==> src/rtl/gfe_pkg.sv <==
// Shared types and constants of the gap-filling EWMA smoother.
// Used by the serial divider, the serial EWMA multiplier and the top level.
package gfe_pkg;

   localparam int SAMPLE_W   = 16;
   localparam int TREND_W    = 32;
   localparam int ALPHA_W    = 16;
   localparam int STEP_CNT_W = $clog2(SAMPLE_W);

   localparam logic [ALPHA_W-1:0] ALPHA_RESET = 16'd6554;

   typedef struct packed {
      logic                start_series;
      logic [SAMPLE_W-1:0] day_number;
      logic [SAMPLE_W-1:0] sample_value;
   } req_type;

   typedef struct packed {
      logic [SAMPLE_W-1:0] out_day;
      logic [SAMPLE_W-1:0] point_value;
      logic [SAMPLE_W-1:0] trend_value;
      logic                is_filled;
      logic                gap_overflow;
      logic                last_of_run;
   } rsp_type;

   typedef struct packed {
      logic                done;
      logic [SAMPLE_W-1:0] quo;
   } div_status_type;

   typedef struct packed {
      logic               done;
      logic [TREND_W-1:0] trend;
   } mul_status_type;

endpackage

==> src/rtl/gap_filling_ewma_smoother.sv <==
// Top level of the gap-filling EWMA smoother: sequencer, series state, result register.
// Depends on gfe_pkg, gfe_divider and gfe_ewma_mul.
//
//   channel  ports                          direction  carries
//   req      req_valid/req_ready/req_data   in         one day-stamped sample
//   rsp      rsp_valid/rsp_ready/rsp_data   out        one emitted point and trend
//   csr      csr_valid/csr_ready/csr_data   in         smoothing factor (Q0.16)
//
// A sample with no fill takes one pass through the 16-step serial EWMA unit; the input
// reopens once its result is loaded into the output register.
// A gap of g days (2 to MAX_GAP) adds a serial divide, then one EWMA pass a point:
// the g - 1 filled points leave first, the real point last, and the input reopens after it.
// Reset clears the series state and loads the default smoothing factor.
// A result waits in the output register; the sequencer stalls only when it must reload it.
module gap_filling_ewma_smoother #(
   parameter int MAX_GAP = 64
) (
   input  logic                         clock,
   input  logic                         reset,
   input  logic                         req_valid,
   output logic                         req_ready,
   input  gfe_pkg::req_type             req_data,
   output logic                         rsp_valid,
   input  logic                         rsp_ready,
   output gfe_pkg::rsp_type             rsp_data,
   input  logic                         csr_valid,
   output logic                         csr_ready,
   input  logic [gfe_pkg::ALPHA_W-1:0]  csr_data
);

   localparam int GAP_W = $clog2(MAX_GAP + 1);
   localparam int SW    = gfe_pkg::SAMPLE_W;
   localparam int TW    = gfe_pkg::TREND_W;

   localparam logic [1:0] S_IDLE = 2'd0;
   localparam logic [1:0] S_DIV  = 2'd1;
   localparam logic [1:0] S_MUL  = 2'd2;
   localparam logic [1:0] S_OUT  = 2'd3;

   logic [1:0]                 state_ff, state_in;
   logic [gfe_pkg::ALPHA_W-1:0] alpha_ff, alpha_in;
   logic                       active_ff, active_in;
   logic [SW-1:0]              prev_day_ff, prev_day_in;
   logic [SW-1:0]              prev_smp_ff, prev_smp_in;
   logic [TW-1:0]              trend_ff, trend_in;
   logic [SW-1:0]              day_ff, day_in;
   logic [SW-1:0]              cur_ff, cur_in;
   logic                       ovf_ff, ovf_in;
   logic                       neg_ff, neg_in;
   logic [GAP_W-1:0]           gap_ff, gap_in;
   logic [GAP_W-1:0]           d_ff, d_in;
   logic [SW-1:0]              q_ff, q_in;
   logic [GAP_W-1:0]           r_ff, r_in;
   logic [SW-1:0]              qstep_ff, qstep_in;
   logic [GAP_W-1:0]           rstep_ff, rstep_in;
   logic [SW-1:0]              pt_ff, pt_in;
   logic [SW-1:0]              pt_day_ff, pt_day_in;
   logic                       pt_fill_ff, pt_fill_in;
   logic                       pt_last_ff, pt_last_in;
   logic                       div_go_ff, div_go_in;
   logic                       mul_go_ff, mul_go_in;
   logic                       rsp_valid_ff, rsp_valid_in;
   gfe_pkg::rsp_type           out_ff, out_in;

   gfe_pkg::div_status_type    div_st;
   gfe_pkg::mul_status_type    mul_st;
   logic [GAP_W-1:0]           div_rem;
   logic [SW-1:0]              div_mag_ff, div_mag_in;

   logic                       seed;
   logic                       later;
   logic [SW-1:0]              gap_full;
   logic [SW:0]                diff_wide;
   logic                       out_free;
   logic [GAP_W-1:0]           d_next;
   logic [GAP_W:0]             r_sum;
   logic                       r_wrap;

   function automatic logic [SW-1:0] interp(input logic [SW-1:0] prev,
                                            input logic [SW-1:0] mag,
                                            input logic          neg);
      interp = neg ? prev - mag : prev + mag;
   endfunction

   assign seed      = req_data.start_series | ~active_ff;
   assign later     = req_data.day_number > prev_day_ff;
   assign gap_full  = req_data.day_number - prev_day_ff;
   assign diff_wide = {1'b0, req_data.sample_value} - {1'b0, prev_smp_ff};
   assign out_free  = ~rsp_valid_ff | rsp_ready;
   assign d_next    = d_ff + 1'b1;
   assign r_sum     = {1'b0, r_ff} + {1'b0, rstep_ff};
   assign r_wrap    = r_sum >= {1'b0, gap_ff};

   always_comb begin
      state_in     = state_ff;
      alpha_in     = alpha_ff;
      active_in    = active_ff;
      prev_day_in  = prev_day_ff;
      prev_smp_in  = prev_smp_ff;
      trend_in     = trend_ff;
      day_in       = day_ff;
      cur_in       = cur_ff;
      ovf_in       = ovf_ff;
      neg_in       = neg_ff;
      gap_in       = gap_ff;
      d_in         = d_ff;
      q_in         = q_ff;
      r_in         = r_ff;
      qstep_in     = qstep_ff;
      rstep_in     = rstep_ff;
      pt_in        = pt_ff;
      pt_day_in    = pt_day_ff;
      pt_fill_in   = pt_fill_ff;
      pt_last_in   = pt_last_ff;
      div_go_in    = 1'b0;
      mul_go_in    = 1'b0;
      div_mag_in   = div_mag_ff;
      rsp_valid_in = rsp_valid_ff & ~rsp_ready;
      out_in       = out_ff;

      if (csr_valid) begin
         alpha_in = csr_data;
      end

      unique case (state_ff)
         S_IDLE: begin
            if (req_valid) begin
               day_in     = req_data.day_number;
               cur_in     = req_data.sample_value;
               ovf_in     = ~seed & later & (gap_full > SW'(MAX_GAP));
               neg_in     = diff_wide[SW];
               gap_in     = gap_full[GAP_W-1:0];
               div_mag_in = diff_wide[SW] ? SW'(-diff_wide) : diff_wide[SW-1:0];
               if (seed) begin
                  trend_in = {req_data.sample_value, {(TW - SW){1'b0}}};
               end
               if (~seed & later & (gap_full <= SW'(MAX_GAP)) & (gap_full > SW'(1))) begin
                  div_go_in = 1'b1;
                  state_in  = S_DIV;
               end else begin
                  pt_in      = req_data.sample_value;
                  pt_day_in  = req_data.day_number;
                  pt_fill_in = 1'b0;
                  pt_last_in = 1'b1;
                  mul_go_in  = 1'b1;
                  state_in   = S_MUL;
               end
            end
         end
         S_DIV: begin
            if (div_st.done) begin
               // first filled day: quotient and remainder of |diff| / g
               qstep_in   = div_st.quo;
               rstep_in   = div_rem;
               q_in       = div_st.quo;
               r_in       = div_rem;
               d_in       = GAP_W'(1);
               pt_in      = interp(prev_smp_ff, div_st.quo, neg_ff);
               pt_day_in  = prev_day_ff + SW'(1);
               pt_fill_in = 1'b1;
               pt_last_in = 1'b0;
               mul_go_in  = 1'b1;
               state_in   = S_MUL;
            end
         end
         S_MUL: begin
            if (mul_st.done) begin
               trend_in = mul_st.trend;
               state_in = S_OUT;
            end
         end
         S_OUT: begin
            if (out_free) begin
               rsp_valid_in        = 1'b1;
               out_in.out_day      = pt_day_ff;
               out_in.point_value  = pt_ff;
               out_in.trend_value  = trend_ff[TW-1:TW-SW];
               out_in.is_filled    = pt_fill_ff;
               out_in.gap_overflow = pt_last_ff & ovf_ff;
               out_in.last_of_run  = pt_last_ff;
               if (pt_last_ff) begin
                  active_in   = 1'b1;
                  prev_day_in = day_ff;
                  prev_smp_in = cur_ff;
                  state_in    = S_IDLE;
               end else begin
                  mul_go_in = 1'b1;
                  state_in  = S_MUL;
                  d_in      = d_next;
                  if (d_next == gap_ff) begin
                     pt_in      = cur_ff;
                     pt_day_in  = day_ff;
                     pt_fill_in = 1'b0;
                     pt_last_in = 1'b1;
                  end else begin
                     // advance |diff| * d / g by one step of quotient and remainder
                     if (r_wrap) begin
                        r_in = GAP_W'(r_sum - {1'b0, gap_ff});
                        q_in = q_ff + qstep_ff + SW'(1);
                     end else begin
                        r_in = r_sum[GAP_W-1:0];
                        q_in = q_ff + qstep_ff;
                     end
                     pt_in      = interp(prev_smp_ff, q_in, neg_ff);
                     pt_day_in  = prev_day_ff + SW'(d_next);
                     pt_fill_in = 1'b1;
                     pt_last_in = 1'b0;
                  end
               end
            end
         end
         default: begin
            state_in = S_IDLE;
         end
      endcase
   end

   always_ff @(posedge clock) begin
      if (reset) begin
         state_ff     <= S_IDLE;
         alpha_ff     <= gfe_pkg::ALPHA_RESET;
         active_ff    <= 1'b0;
         prev_day_ff  <= '0;
         prev_smp_ff  <= '0;
         trend_ff     <= '0;
         div_go_ff    <= 1'b0;
         mul_go_ff    <= 1'b0;
         rsp_valid_ff <= 1'b0;
      end else begin
         state_ff     <= state_in;
         alpha_ff     <= alpha_in;
         active_ff    <= active_in;
         prev_day_ff  <= prev_day_in;
         prev_smp_ff  <= prev_smp_in;
         trend_ff     <= trend_in;
         div_go_ff    <= div_go_in;
         mul_go_ff    <= mul_go_in;
         rsp_valid_ff <= rsp_valid_in;
      end
      day_ff     <= day_in;
      cur_ff     <= cur_in;
      ovf_ff     <= ovf_in;
      neg_ff     <= neg_in;
      gap_ff     <= gap_in;
      d_ff       <= d_in;
      q_ff       <= q_in;
      r_ff       <= r_in;
      qstep_ff   <= qstep_in;
      rstep_ff   <= rstep_in;
      pt_ff      <= pt_in;
      pt_day_ff  <= pt_day_in;
      pt_fill_ff <= pt_fill_in;
      pt_last_ff <= pt_last_in;
      div_mag_ff <= div_mag_in;
      out_ff     <= out_in;
   end

   gfe_divider #(
      .DEN_W (GAP_W)
   ) u_divider (
      .clock     (clock),
      .reset     (reset),
      .start     (div_go_ff),
      .dividend  (div_mag_ff),
      .divisor   (gap_ff),
      .status    (div_st),
      .remainder (div_rem)
   );

   gfe_ewma_mul u_ewma_mul (
      .clock  (clock),
      .reset  (reset),
      .start  (mul_go_ff),
      .alpha  (alpha_ff),
      .point  (pt_ff),
      .trend  (trend_ff),
      .status (mul_st)
   );

   assign req_ready = (state_ff == S_IDLE);
   assign csr_ready = 1'b1;
   assign rsp_valid = rsp_valid_ff;
   assign rsp_data  = out_ff;

   a_mul_done_in_mul: assert property (@(posedge clock) disable iff (reset)
      mul_st.done |-> state_ff == S_MUL)
      else $error("EWMA unit finished outside its wait state");

   a_div_done_in_div: assert property (@(posedge clock) disable iff (reset)
      div_st.done |-> state_ff == S_DIV)
      else $error("divider finished outside its wait state");

   a_rem_below_gap: assert property (@(posedge clock) disable iff (reset)
      (state_ff == S_MUL && pt_fill_ff) |-> r_ff < gap_ff)
      else $error("interpolation remainder not below the gap");

   a_fill_before_day: assert property (@(posedge clock) disable iff (reset)
      (rsp_valid_ff && out_ff.is_filled) |-> (out_ff.out_day < day_ff && !out_ff.last_of_run))
      else $error("filled point not ahead of its real sample");

endmodule

==> src/rtl/gfe_divider.sv <==
// Bit-serial restoring divider: one quotient bit per cycle, one for each dividend bit.
// Depends on gfe_pkg for widths and the status struct.
module gfe_divider #(
   parameter int DEN_W = 7
) (
   input  logic                          clock,
   input  logic                          reset,
   input  logic                          start,
   input  logic [gfe_pkg::SAMPLE_W-1:0]  dividend,
   input  logic [DEN_W-1:0]              divisor,
   output gfe_pkg::div_status_type       status,
   output logic [DEN_W-1:0]              remainder
);

   logic                            run_ff, run_in;
   logic                            done_ff, done_in;
   logic [gfe_pkg::STEP_CNT_W-1:0]  cnt_ff, cnt_in;
   logic [gfe_pkg::SAMPLE_W-1:0]    quo_ff, quo_in;
   logic [DEN_W-1:0]                rem_ff, rem_in;
   logic [DEN_W-1:0]                den_ff, den_in;
   logic [DEN_W:0]                  trial;
   logic [DEN_W:0]                  diff;
   logic                            ge;

   assign trial = {rem_ff, quo_ff[gfe_pkg::SAMPLE_W-1]};
   assign ge    = trial >= {1'b0, den_ff};
   assign diff  = trial - {1'b0, den_ff};

   always_comb begin
      run_in  = run_ff;
      done_in = 1'b0;
      cnt_in  = cnt_ff;
      quo_in  = quo_ff;
      rem_in  = rem_ff;
      den_in  = den_ff;
      if (start) begin
         run_in = 1'b1;
         cnt_in = '0;
         quo_in = dividend;
         rem_in = '0;
         den_in = divisor;
      end else if (run_ff) begin
         // shift in the next dividend bit, subtract when it fits
         quo_in = {quo_ff[gfe_pkg::SAMPLE_W-2:0], ge};
         rem_in = ge ? diff[DEN_W-1:0] : trial[DEN_W-1:0];
         cnt_in = cnt_ff + 1'b1;
         if (cnt_ff == gfe_pkg::STEP_CNT_W'(gfe_pkg::SAMPLE_W - 1)) begin
            run_in  = 1'b0;
            done_in = 1'b1;
         end
      end
   end

   always_ff @(posedge clock) begin
      if (reset) begin
         run_ff  <= 1'b0;
         done_ff <= 1'b0;
      end else begin
         run_ff  <= run_in;
         done_ff <= done_in;
      end
      cnt_ff <= cnt_in;
      quo_ff <= quo_in;
      rem_ff <= rem_in;
      den_ff <= den_in;
   end

   assign status.done = done_ff;
   assign status.quo  = quo_ff;
   assign remainder   = rem_ff;

endmodule

==> src/rtl/gfe_ewma_mul.sv <==
// Bit-serial EWMA update: trend + floor(alpha * ((point << 16) - trend) / 2^16),
// one alpha bit per cycle, lowest bit first. Depends on gfe_pkg.
module gfe_ewma_mul (
   input  logic                         clock,
   input  logic                         reset,
   input  logic                         start,
   input  logic [gfe_pkg::ALPHA_W-1:0]  alpha,
   input  logic [gfe_pkg::SAMPLE_W-1:0] point,
   input  logic [gfe_pkg::TREND_W-1:0]  trend,
   output gfe_pkg::mul_status_type      status
);

   localparam int DIFF_W = gfe_pkg::TREND_W + 1;
   localparam int ACC_W  = gfe_pkg::TREND_W + 2;

   logic                            run_ff, run_in;
   logic                            done_ff, done_in;
   logic [gfe_pkg::STEP_CNT_W-1:0]  cnt_ff, cnt_in;
   logic [gfe_pkg::ALPHA_W-1:0]     a_sh_ff, a_sh_in;
   logic signed [DIFF_W-1:0]        diff_ff, diff_in;
   logic signed [ACC_W-1:0]         acc_ff, acc_in;
   logic [gfe_pkg::TREND_W-1:0]     base_ff, base_in;
   logic signed [ACC_W-1:0]         sum;
   logic [gfe_pkg::TREND_W-1:0]     x_word;

   assign x_word = {point, {(gfe_pkg::TREND_W - gfe_pkg::SAMPLE_W){1'b0}}};
   assign sum    = acc_ff + (a_sh_ff[0] ? ACC_W'(diff_ff) : ACC_W'(0));

   always_comb begin
      run_in  = run_ff;
      done_in = 1'b0;
      cnt_in  = cnt_ff;
      a_sh_in = a_sh_ff;
      diff_in = diff_ff;
      acc_in  = acc_ff;
      base_in = base_ff;
      if (start) begin
         run_in  = 1'b1;
         cnt_in  = '0;
         a_sh_in = alpha;
         diff_in = $signed({1'b0, x_word}) - $signed({1'b0, trend});
         acc_in  = '0;
         base_in = trend;
      end else if (run_ff) begin
         // add on a set alpha bit, then halve with floor
         acc_in  = {sum[ACC_W-1], sum[ACC_W-1:1]};
         a_sh_in = a_sh_ff >> 1;
         cnt_in  = cnt_ff + 1'b1;
         if (cnt_ff == gfe_pkg::STEP_CNT_W'(gfe_pkg::ALPHA_W - 1)) begin
            run_in  = 1'b0;
            done_in = 1'b1;
         end
      end
   end

   always_ff @(posedge clock) begin
      if (reset) begin
         run_ff  <= 1'b0;
         done_ff <= 1'b0;
      end else begin
         run_ff  <= run_in;
         done_ff <= done_in;
      end
      cnt_ff  <= cnt_in;
      a_sh_ff <= a_sh_in;
      diff_ff <= diff_in;
      acc_ff  <= acc_in;
      base_ff <= base_in;
   end

   assign status.done  = done_ff;
   assign status.trend = base_ff + acc_ff[gfe_pkg::TREND_W-1:0];

endmodule

==> config.mk <==
export PLATFORM = sky130hd
export DESIGN_NAME = gap_filling_ewma_smoother
export DESIGN_NICKNAME = d
export VERILOG_FILES = /design/src/rtl/gfe_pkg.sv /design/src/rtl/gap_filling_ewma_smoother.sv /design/src/rtl/gfe_divider.sv /design/src/rtl/gfe_ewma_mul.sv
export SDC_FILE = /design/constraint.sdc
export NUM_CORES = 1
export LEC_CHECK = 0
export BUFFER_PORTS_ARGS = -buffer_cell sky130_fd_sc_hd__buf_2
export CORE_UTILIZATION = 50
export DETAILED_ROUTE_END_ITERATION = 7
export PLACE_DENSITY_LB_ADDON = 0.3
export SKIP_LAST_GASP = 1
export SYNTH_ARGS = -nofsm -noshare
export SYNTH_HDL_FRONTEND = slang
export SYNTH_HIERARCHICAL = 1
export SYNTH_SLANG_ARGS = --single-unit
==> constraint.sdc <==
create_clock -name clock -period 6.9 [get_ports clock]
set_clock_uncertainty 0.15 [all_clocks]
set_input_delay 1.725 -clock clock [delete_from_list [all_inputs] [get_ports clock]]
set_output_delay 1.725 -clock clock [all_outputs]
set_load 0.02 [all_outputs]
==> flow_summary_export.csv <==
group,metric,value,unit
run_status,outcome,"completed",
route,firstDrtPassIters,7,
power_and_ir_drop,swShare,0.3231,
critical_path,worst_setup_path_start_kind,"flop",
sta,period_share,0.9263,
placement,portBuffers,106,
route,vias,21320,
floorplanning,ios,108,
clock_network,clk_pin_slew,0.06,ns
sta,rsz0062_at_grt,"no",
clock_network,cts.repair.resized,0,
layout,finalNetCount,3114,
critical_path,r2r_start,"r_ff[0]",
logic_synthesis,ys_seq_area_frac,0.4299,
power_and_ir_drop,p_int,5.734,mW
floorplanning,design.die.area,55420,um^2
logic_synthesis,yosysUniqueCellTypes,107,
clock_network,cts.path.max_buffers,3,
route,vias_per_cell,5.931,
sta,fmax,0.1565,GHz
logic_synthesis,synth_top_cells_by_count,"298 x edfxtp_1, 249 x a21oi_1, 249 x nand2_1",
logic_synthesis,synthArstFlopShare,0,
route,wl_per_cell,19.62,um
critical_path,arrival,6.59,ns
clock_network,cts_max_level,2,
logic_synthesis,synth_edf_count,298,
sta,drv_slew,0,
logic_synthesis,synth.most_common_cell,"edfxtp_1",
sta,min_period,6.391,ns
route,ant_nets,0,
layout,final_layout_size_suffix_gt1_frac,0.1049,
global_routing,grt_pass1_vias,20830,
critical_path,r2r_slack,0.51,ns
global_routing,grt-ovfl-total,0,
route,first_iter_violations,1460,
layout,seq_area,11720,um^2
critical_path,cp_slowest_cell,"fa_1",
clock_network,cts_tree,"built",
critical_path,cp_num_buf_inv,0,
global_routing,grt.total_usage,0.2500,
global_routing,grt_max_degree,80,
global_routing,antenna_found_initial,2,
sta,relSlewSlack,0.2256,
job,maxCapViolations,0,
clock_network,post-cts-setup-buffer-count,0,
critical_path,cp_common_cell,"a21oi_1",
power_and_ir_drop,p_comb_frac,0.283,
floorplanning,die_h,235.4,um
floorplanning,rows,85,
critical_path,crit_type,"reg -> reg",
power_and_ir_drop,p_sw,2.737,mW
placement,hpwl,51900,um
power_and_ir_drop,p_per_area,281.6,nW/um^2
sta,setup_violations,0,
power_and_ir_drop,p_leak,11.70,nW
clock_network,cts-buffers-inserted,49,
critical_path,regToRegEndpoint,"pt_ff[14]",
logic_synthesis,syn_avg_cell_area,9.757,um^2
logic_synthesis,ys_seq_elements,436,
critical_path,crit_required,7.10,ns
layout,layout.cells.non_filler,3594,
layout,fillers,4649,
min_path,holdCritStartpoint,"pt_day_ff[7]",
min_path,hold_path_class,"reg -> reg",
power_and_ir_drop,ir_drop,0.0001969,V
critical_path,endpoint_kind,"flop",
global_routing,grt_pass1_wl,110800,um
layout,multi_input_area,14550,um^2
logic_synthesis,yosys_warnings,6,
logic_synthesis,ys.flop_type,"edfxtp_1",
sta,hold_violations,0,
route,drc,0,
logic_synthesis,synthCells,2792,
clock_network,cts_root_buf,"clkbuf_16",
logic_synthesis,netlist_area,27240,um^2
min_path,min_delay_path_depth,0,
sta,tightest_slew,1.159,ns
critical_path,cpPeakStageDelay,0.41,ns
critical_path,reg2regPathDepth,30,
logic_synthesis,syn_nets,3049,
floorplanning,initial_core_util,0.5062,
logic_synthesis,synth_top_area_frac,0.3285,
route,wirelength,70520,um
logic_synthesis,synth.area.top_cells,"edfxtp_1 33%, dfxtp_1 10%, ha_1 8.8%",
placement,place_inst,3502,
placement,place.gp.congestion,0.9368,
critical_path,worstPathMaxFanout,14,
power_and_ir_drop,clkPwrFrac,0.326,
clock_network,clock-sinks,436,
sta,tns,0,ns
floorplanning,coreArea,53810,um^2
clock_network,ctsHoldBuffers,0,
critical_path,cp_top_family,"compound AO/OA/AOI/OAI gates",
min_path,min_to,"rsp_data[42]",
power_and_ir_drop,seqPwrFrac,0.391,
logic_synthesis,yosys.area.top_type,"edfxtp_1",
floorplanning,fp.dieW,235.4,um
layout,areaGrowthSynthToFinish,10.43,%
clock_network,insertion_delay,0.60,ns
layout make-up:
cell class | count | area share
clock inverters | 19 | 0.009109
diodes | 1 | 0.00008318
well taps | 696 | 0.02895
clock buffers | 72 | 0.04766
multi-input cells | 2101 | 0.4837
flip-flops and latches | 436 | 0.3895
inverters | 143 | 0.01784
repair buffers | 126 | 0.02313
placed cells by master (no fill, tap or decap), drive strengths merged, types with 13 or more instances in the layout:
| cell type | n |
|---|---|
| or2 | 13 |
| a31oi | 20 |
| a21o | 64 |
| nand4 | 33 |
| xor2 | 81 |
| nand3 | 65 |
| nor2b | 38 |
| o21ai | 147 |
| nand2b | 24 |
| mux2i | 51 |
| mux2 | 37 |
| dfxtp | 138 |
| a211oi | 35 |
| o21bai | 30 |
| o21a | 25 |
| clkinv | 13 |
| nor2 | 227 |
| and2 | 50 |
| nor4 | 14 |
| xnor2 | 162 |
| clkbuf | 72 |
| ha | 192 |
| buf | 126 |
| edfxtp | 298 |
| and3 | 20 |
| o31ai | 15 |
| nand2 | 249 |
| or3 | 15 |
| nor3 | 53 |
| a21oi | 249 |
| nor3b | 16 |
| inv | 143 |
sequential cells by signal, indices dropped and copies added (netlist names), 31 cells and up:
signal,count
rsp_data,51
u_ewma_mul/acc_ff,33
u_ewma_mul/diff_ff,33
trend_ff,32
u_ewma_mul/base_ff,31
stage by stage:
stage          total power [mW]  worst slack (ns)  area, um^2  utilization  hold slack, ns
2_1_floorplan             5.098            0.7161       27240            -          0.2503
3_3_place_gp              5.652            0.4950       28370       0.5271          0.2546
3_5_place_dp              5.711            0.4377       28370       0.5271          0.2545
4_1_cts                   8.479            0.4180       30070       0.5588          0.2680
5_1_grt                   8.886           0.05604       30080       0.5590          0.2756
6_report                  8.471            0.5087       30080       0.5590          0.2667
how the worst max path moves through the flow:
| stage | from | endpoint | slack [ns] | cells past startpoint |
|---|---|---|---|---|
| detailed placement | r_ff[0] | pt_ff[14] | 0.44 | 30 |
| CTS | r_ff[0] | pt_ff[14] | 0.42 | 30 |
| floorplan | r_ff[0] | pt_ff[14] | 0.72 | 29 |
| global route | r_ff[0] | pt_ff[14] | 0.06 | 30 |
| global placement | r_ff[0] | pt_ff[14] | 0.50 | 28 |
| finish | r_ff[0] | pt_ff[14] | 0.51 | 30 |
cells by family after synthesis:
family	count (synthesis)	share of synthesized area
other cells	1	0.0001377
simple gates	854	0.1528
xor+xnor	244	0.08005
fa+ha+maj	203	0.09627
buf+inv	255	0.03826
flops	436	0.4299
mux	88	0.03403
compound gates	711	0.1686
per-layer routing:
metal / share of wire / vias to the layer above / wire length [um] / track usage
met5: 0.00021 / - / 15 / 0
met4: 0.034 / 2 / 2418 / 0.09150
met3: 0.055 / 164 / 3846 / 0.03483
met2: 0.48 / 641 / 33880 / 0.4289
met1: 0.43 / 10240 / 30360 / 0.3207
li1: - / 10270 / - / -
power groups by stage:
stage / combinational, mW / clock, mW / sequential (mW)
floorplan: 1.81 / 0 / 3.29
global placement: 2.30 / 0 / 3.35
detailed placement: 2.35 / 0 / 3.36
CTS: 2.37 / 2.80 / 3.31
global route: 2.64 / 2.90 / 3.34
finish: 2.40 / 2.76 / 3.31
worst reg2reg max path, delay by kind of cell, from the launching register on:
kind / cells / cell delay (ns)
fa+ha+maj: 4 / 1.21
flops: 1 / 0.37
xor+xnor: 2 / 0.28
compound gates: 17 / 3.13
simple gates: 6 / 0.89
mux: 1 / 0.16
No activity file was read; power rests on OpenSTA's default activity.
